$ cat config.mk
export PLATFORM = sky130hd
export DESIGN_NAME = rsbs_ram
export DESIGN_NICKNAME = d
export VERILOG_FILES = /design/src/sv/rsbs_ram.sv
export SDC_FILE = /design/constraint.sdc
export NUM_CORES = 2
export LEC_CHECK = 0
export ABC_AREA = 1
export BUFFER_PORTS_ARGS = -buffer_cell sky130_fd_sc_hd__buf_2
export CORE_ASPECT_RATIO = 0.75
export CORE_MARGIN = 5
export CORE_UTILIZATION = 61
export DETAILED_ROUTE_END_ITERATION = 10
export PLACE_DENSITY = 0.77
export SETUP_SLACK_MARGIN = 0.1
export SLEW_MARGIN = 20
export SYNTH_ARGS = -nofsm -noshare
export SYNTH_HDL_FRONTEND = slang
export SYNTH_SLANG_ARGS = --single-unit
$ cat constraint.sdc
create_clock -name clk_i -period 2.15 [get_ports clk_i]
set_input_delay 0.1075 -clock clk_i [delete_from_list [all_inputs] [get_ports clk_i]]
set_output_delay 0.1075 -clock clk_i [all_outputs]
set_load 0.05 [all_outputs]
$ cat src/sv/rsbs_ram.sv
// Generic single write port, single read port RAM with registered read.
// No dependencies.
module rsbs_ram #(
  parameter int WIDTH = 8,
  parameter int DEPTH = 256
) (
  input  logic                     clk_i,
  input  logic                     we_i,
  input  logic [$clog2(DEPTH)-1:0] waddr_i,
  input  logic [WIDTH-1:0]         wdata_i,
  input  logic                     re_i,
  input  logic [$clog2(DEPTH)-1:0] raddr_i,
  output logic [WIDTH-1:0]         rdata_o
);
  logic [WIDTH-1:0] mem_q [DEPTH];
  logic [WIDTH-1:0] rdata_q;

  always_ff @(posedge clk_i) begin
    if (we_i) begin
      mem_q[waddr_i] <= wdata_i;
    end
    if (re_i) begin
      rdata_q <= mem_q[raddr_i];
    end
  end

  assign rdata_o = rdata_q;
endmodule

# Yosys cells after proc, flatten, opt, wreduce, memory -nomap -nowiden
# Memory sizes are Yosys's and may differ from the RTL's. A register that Yosys moved wholly into a read port is not among the register bits.
# Cells that the tools add are included.
[totals]
reg_bits = 0
ram_bits = 2048
inputBits = 27
output_inout_bits = 8
wordCells = 3
memories = 1
[op_classes]
muxes = 2
[mem_list]
columns = ["name", "words", "width", "read_ports", "rd_ports_with_merged_regs", "write_ports", "line", "rtl"]
rows = [
  ["mem_q", 256, 8, 1, 1, 1, "15", "logic [WIDTH-1:0] mem_q [DEPTH];"],
]
[ops]
columns = ["cell", "n"]
rows = [
  ["two-way mux 1 bit", 2],
]

# Logic depth before layout (Yosys ltp)
[logic_depth]
depth_word = 2
ltp_mapped = 15
ltp_nobuf = 11

# Least setup slack after synthesis
# OpenSTA, ideal clock, no wires.
[synth_timing]
path_kind = "input -> register"
from = "in we_i"
to = "mem mem_q[162][0] (enable)"
setup_time_ps = 370
t_arrival_ps = 1229
required_ps = 1780
slack_ps = 551
path_stages = 4
path_buffers = 2
cell_sequence = "clkbuf_1 -> nand3_1 -> clkbuf_1 -> nor2_1"
[synth_via]
elab_chain_cells = 2
[synth_lines]
columns = ["item", "line", "rtl"]
rows = [
  ["start, declared", "8", "input logic we_i,"],
  ["two-way mux 1 bit", "19", "if (we_i) begin"],
  ["two-way mux 1 bit (implied by the code)", "20", "mem_q[waddr_i] <= wdata_i;"],
  ["end, declared", "15", ""],
]
# Every way passes these cells.

==> impl_metrics.tcl <==
set metrics [dict create \
    outcome "finished, final reports clean" \
    num_rows 117 \
    drive_above_1_share 0.1205 \
    fin_crit_sh 0.9281 \
    cts_tree "yes" \
    cp.arrival_ns 2.57 \
    die_y_um 330.4 \
    cts_buffers 185 \
    r2r_cells 11 \
    peakVddDrop_v 0.0007884 \
    r2r-start "mem_q[253][5]" \
    synth_nets 7030 \
    timing.rr.end "rdata_o[5]" \
    clkSinkCount 2056 \
    crit_top_cell "nand3_1" \
    yosys_warnings 0 \
    htree_num_levels 4 \
    fp.coreArea_mm2 0.1359 \
    drc 0 \
    syn_inst 7003 \
    gp_congestion 0.9373 \
    hold_viol_final 0 \
    insertion_delay_ns 0.83 \
    skew_ns 0.02931 \
    synthTopCellsByArea "edfxtp_1 (74%), nand3_1 (12%), nand2_1 (9.5%)" \
    cp_num_buf_inv 1 \
    path_cells "nand2_1 -> nand3_1 -> nand3_1 -> nand3_1 -> nand3_1 -> nand3_1 -> nand3_1 -> buf_4 -> nand2_1 -> nand2_1 -> nand2_1" \
    max-slew-margin-rel 0.4626 \
    fillCellCount 8813 \
    wl_per_cell_um 25.13 \
    first_iter_violations 9451 \
    start_util 0.6145 \
    max_stage_delay_ns 0.37 \
    startpoint_type "flop" \
    via_per_inst 6.341 \
    min_period_ns 1.995 \
    path_clk_slew_ns 0.06 \
    dieArea_mm2 0.1444 \
    rsz0062_at_grt "false" \
    cp_top_family "simple AND/OR/NAND/NOR gates" \
    use_met1 0.4675 \
    p_per_area_mw_per_mm2 857.1 \
    worstSetupStartpoint "mem_q[253][5]" \
    clock-root-buffer "clkbuf_16" \
    finalSetupViolCount 0 \
    grt_max_degree 93 \
    multi_input_area_mm2 0.01914 \
    use_met3 0.09227 \
    antenna_found_initial 10 \
    grt_pass1_wl_um 349800 \
    finalSetupTns_ns 0 \
    worstSetupPathType "flop to flop" \
    ys_seq_area_frac 0.7396 \
    post_cts_buffers 0 \
    synth_top_area_share 0.7396 \
    final_util 0.7038 \
    vias 59070 \
    crit_end "rdata_o[5]" \
    grt_usage 0.3235 \
    cp.depth 11 \
    wl_um 234100 \
    dpl.hpwl_um 144000 \
    hp-class "input port to flop" \
    crit_path_end_kind "flop" \
    clock.fmax_mhz 501.1 \
    reg2reg_slack_ns 0.15 \
    syn_area_mm2 0.08348 \
    syn_area_per_cell_um2 11.92 \
    nets 7401 \
    synth-seq-cells 2056 \
    report.final.slew_viol_count 0 \
    slowest_stage "edfxtp_1" \
    portBuffers 34 \
    num_io_pins 35 \
    crit_required_ns 2.73 \
    synth_top_area_cell "edfxtp_1" \
    cap_violations 0 \
    leakagePower_nw 34.33 \
    worst_slew_pin_slew_ns 0.8052 \
    grt_use_met2 0.4731 \
    grt_remaining_overflow 0 \
    gr-max-usage-layer "met2" \
    synth_cell_types 13 \
    firstDrtPassIters 8 \
    grt_pass1_vias 55700 \
    crit_fanout 1 \
    syn_to_final_growth_pct 14.54 \
    ff_latch_area_mm2 0.06174 \
    die_width_um 437.2 \
    cts_max_path_buffers 3 \
    ant_nets 0 \
]
## report_power, final
| group | leakage (nW) | switching (mW) | internal [mW] |
|---|---|---|---|
| combinational | 13.0 | 4.08 | 1.64 |
| clock | 2.81 | 14.2 | 17.8 |
| sequential | 18.5 | 0.0546 | 44.2 |
| total | 34.3 | 18.4 | 63.6 |
## per-stage QoR
stage / worst slack (ns) / total power, mW / hold WS, ns / instance area, µm² / std cells
after floorplan: 0.5510 / 47.86 / 0.2064 / 83480 / 7003
after global placement: -0.2231 / 50.47 / 0.4586 / 89740 / 8962
after detailed placement: -0.2439 / 50.60 / 0.4587 / 89740 / 8962
after CTS: 0.1981 / 81.94 / 0.02605 / 95580 / 9305
after global routing: 0.1136 / 84.22 / 0.09575 / 95590 / 9307
final: 0.1545 / 81.96 / 0.08154 / 95620 / 9316
## timing repair
item | in CTS | in global routing
endpoints found under the hold margin | 1452 | 0
endpoints found under the setup margin | 0 | 1
hold buffers | 10 | 0
gates resized for setup | 0 | 1
## tightest hold or removal path, stage by stage
cell and delay [ns]:
buf_2 0.12, nand2_1 0.09, nor2_1 0.06, nand2_1 0.11
nor2_1 0.06, buf_4 0.17
## Yosys cell counts
library cell	count
nand3_1	2019
buf_2	268
inv_4	1
inv_2	2
buf_1	40
buf_4	46
clkbuf_1	112
buf_6	16
edfxtp_1	2056
inv_1	36
nor2_1	283
nand2_1	2123
buf_8	1
## how the worst min path moves through the flow
stage                     from             to  slack (ns)  cells past startpoint
finish              waddr_i[7]  mem_q[184][5]        0.08                      6
CTS                 waddr_i[7]  mem_q[184][5]        0.03                      6
detailed placement  wdata_i[2]  mem_q[109][2]        0.46                      1
global placement    wdata_i[2]  mem_q[110][2]        0.46                      1
global route        waddr_i[7]  mem_q[184][5]         0.1                      6
floorplan           wdata_i[0]    mem_q[0][0]        0.21                      0
## final cells by class
type,instances,share of cell area
Timing Repair Buffer,667,0.06849
Sequential cell,2056,0.6457
Antenna cell,11,0.0002879
Inverter,39,0.001884
Clock inverter,95,0.008702
Multi-Input combinational cell,4425,0.2002
Clock buffer,238,0.05139
Tap cell,1785,0.02336
## cell families (layout without fill, tap and decap cells)
family	Yosys count	count (layout)	synth area share
buf+inv	522	1039	0.03116
other cells	0	11	0
flops	2056	2056	0.7396
simple gates	4425	4425	0.2292
## routing by layer
metal | wire (µm) | up-vias
li1 | - | 25630
met1 | 86430 | 28260
met2 | 103500 | 4536
met3 | 34640 | 628
met4 | 9528 | 12
met5 | 78 | -
## cells in the final DEF (no fill, tap or decap)
cell | netlist | routed
inv_4 | 1 | 1
buf_8 | 1 | 11
buf_4 | 46 | 505
edfxtp_1 | 2056 | 2056
nand3_2 | 0 | 1
dlygate4sd3_1 | 0 | 10
diode_2 | 0 | 11
clkbuf_16 | 0 | 189
nand2_1 | 2123 | 2123
inv_8 | 0 | 2
inv_16 | 0 | 1
buf_12 | 0 | 119
clkbuf_1 | 112 | 49
clkinv_1 | 0 | 41
clkinv_2 | 0 | 28
buf_2 | 268 | 22
nand3_1 | 2019 | 2018
inv_1 | 36 | 34
clkinvlp_4 | 0 | 2
inv_6 | 0 | 8
bufinv_16 | 0 | 14
inv_2 | 2 | 1
clkinv_8 | 0 | 2
nor2_1 | 283 | 283
## flip-flops by register name (all words and copies together) (netlist names)
register / count
mem_q: 2048
rdata_o: 8
Power figures use the tool's default switching activity.
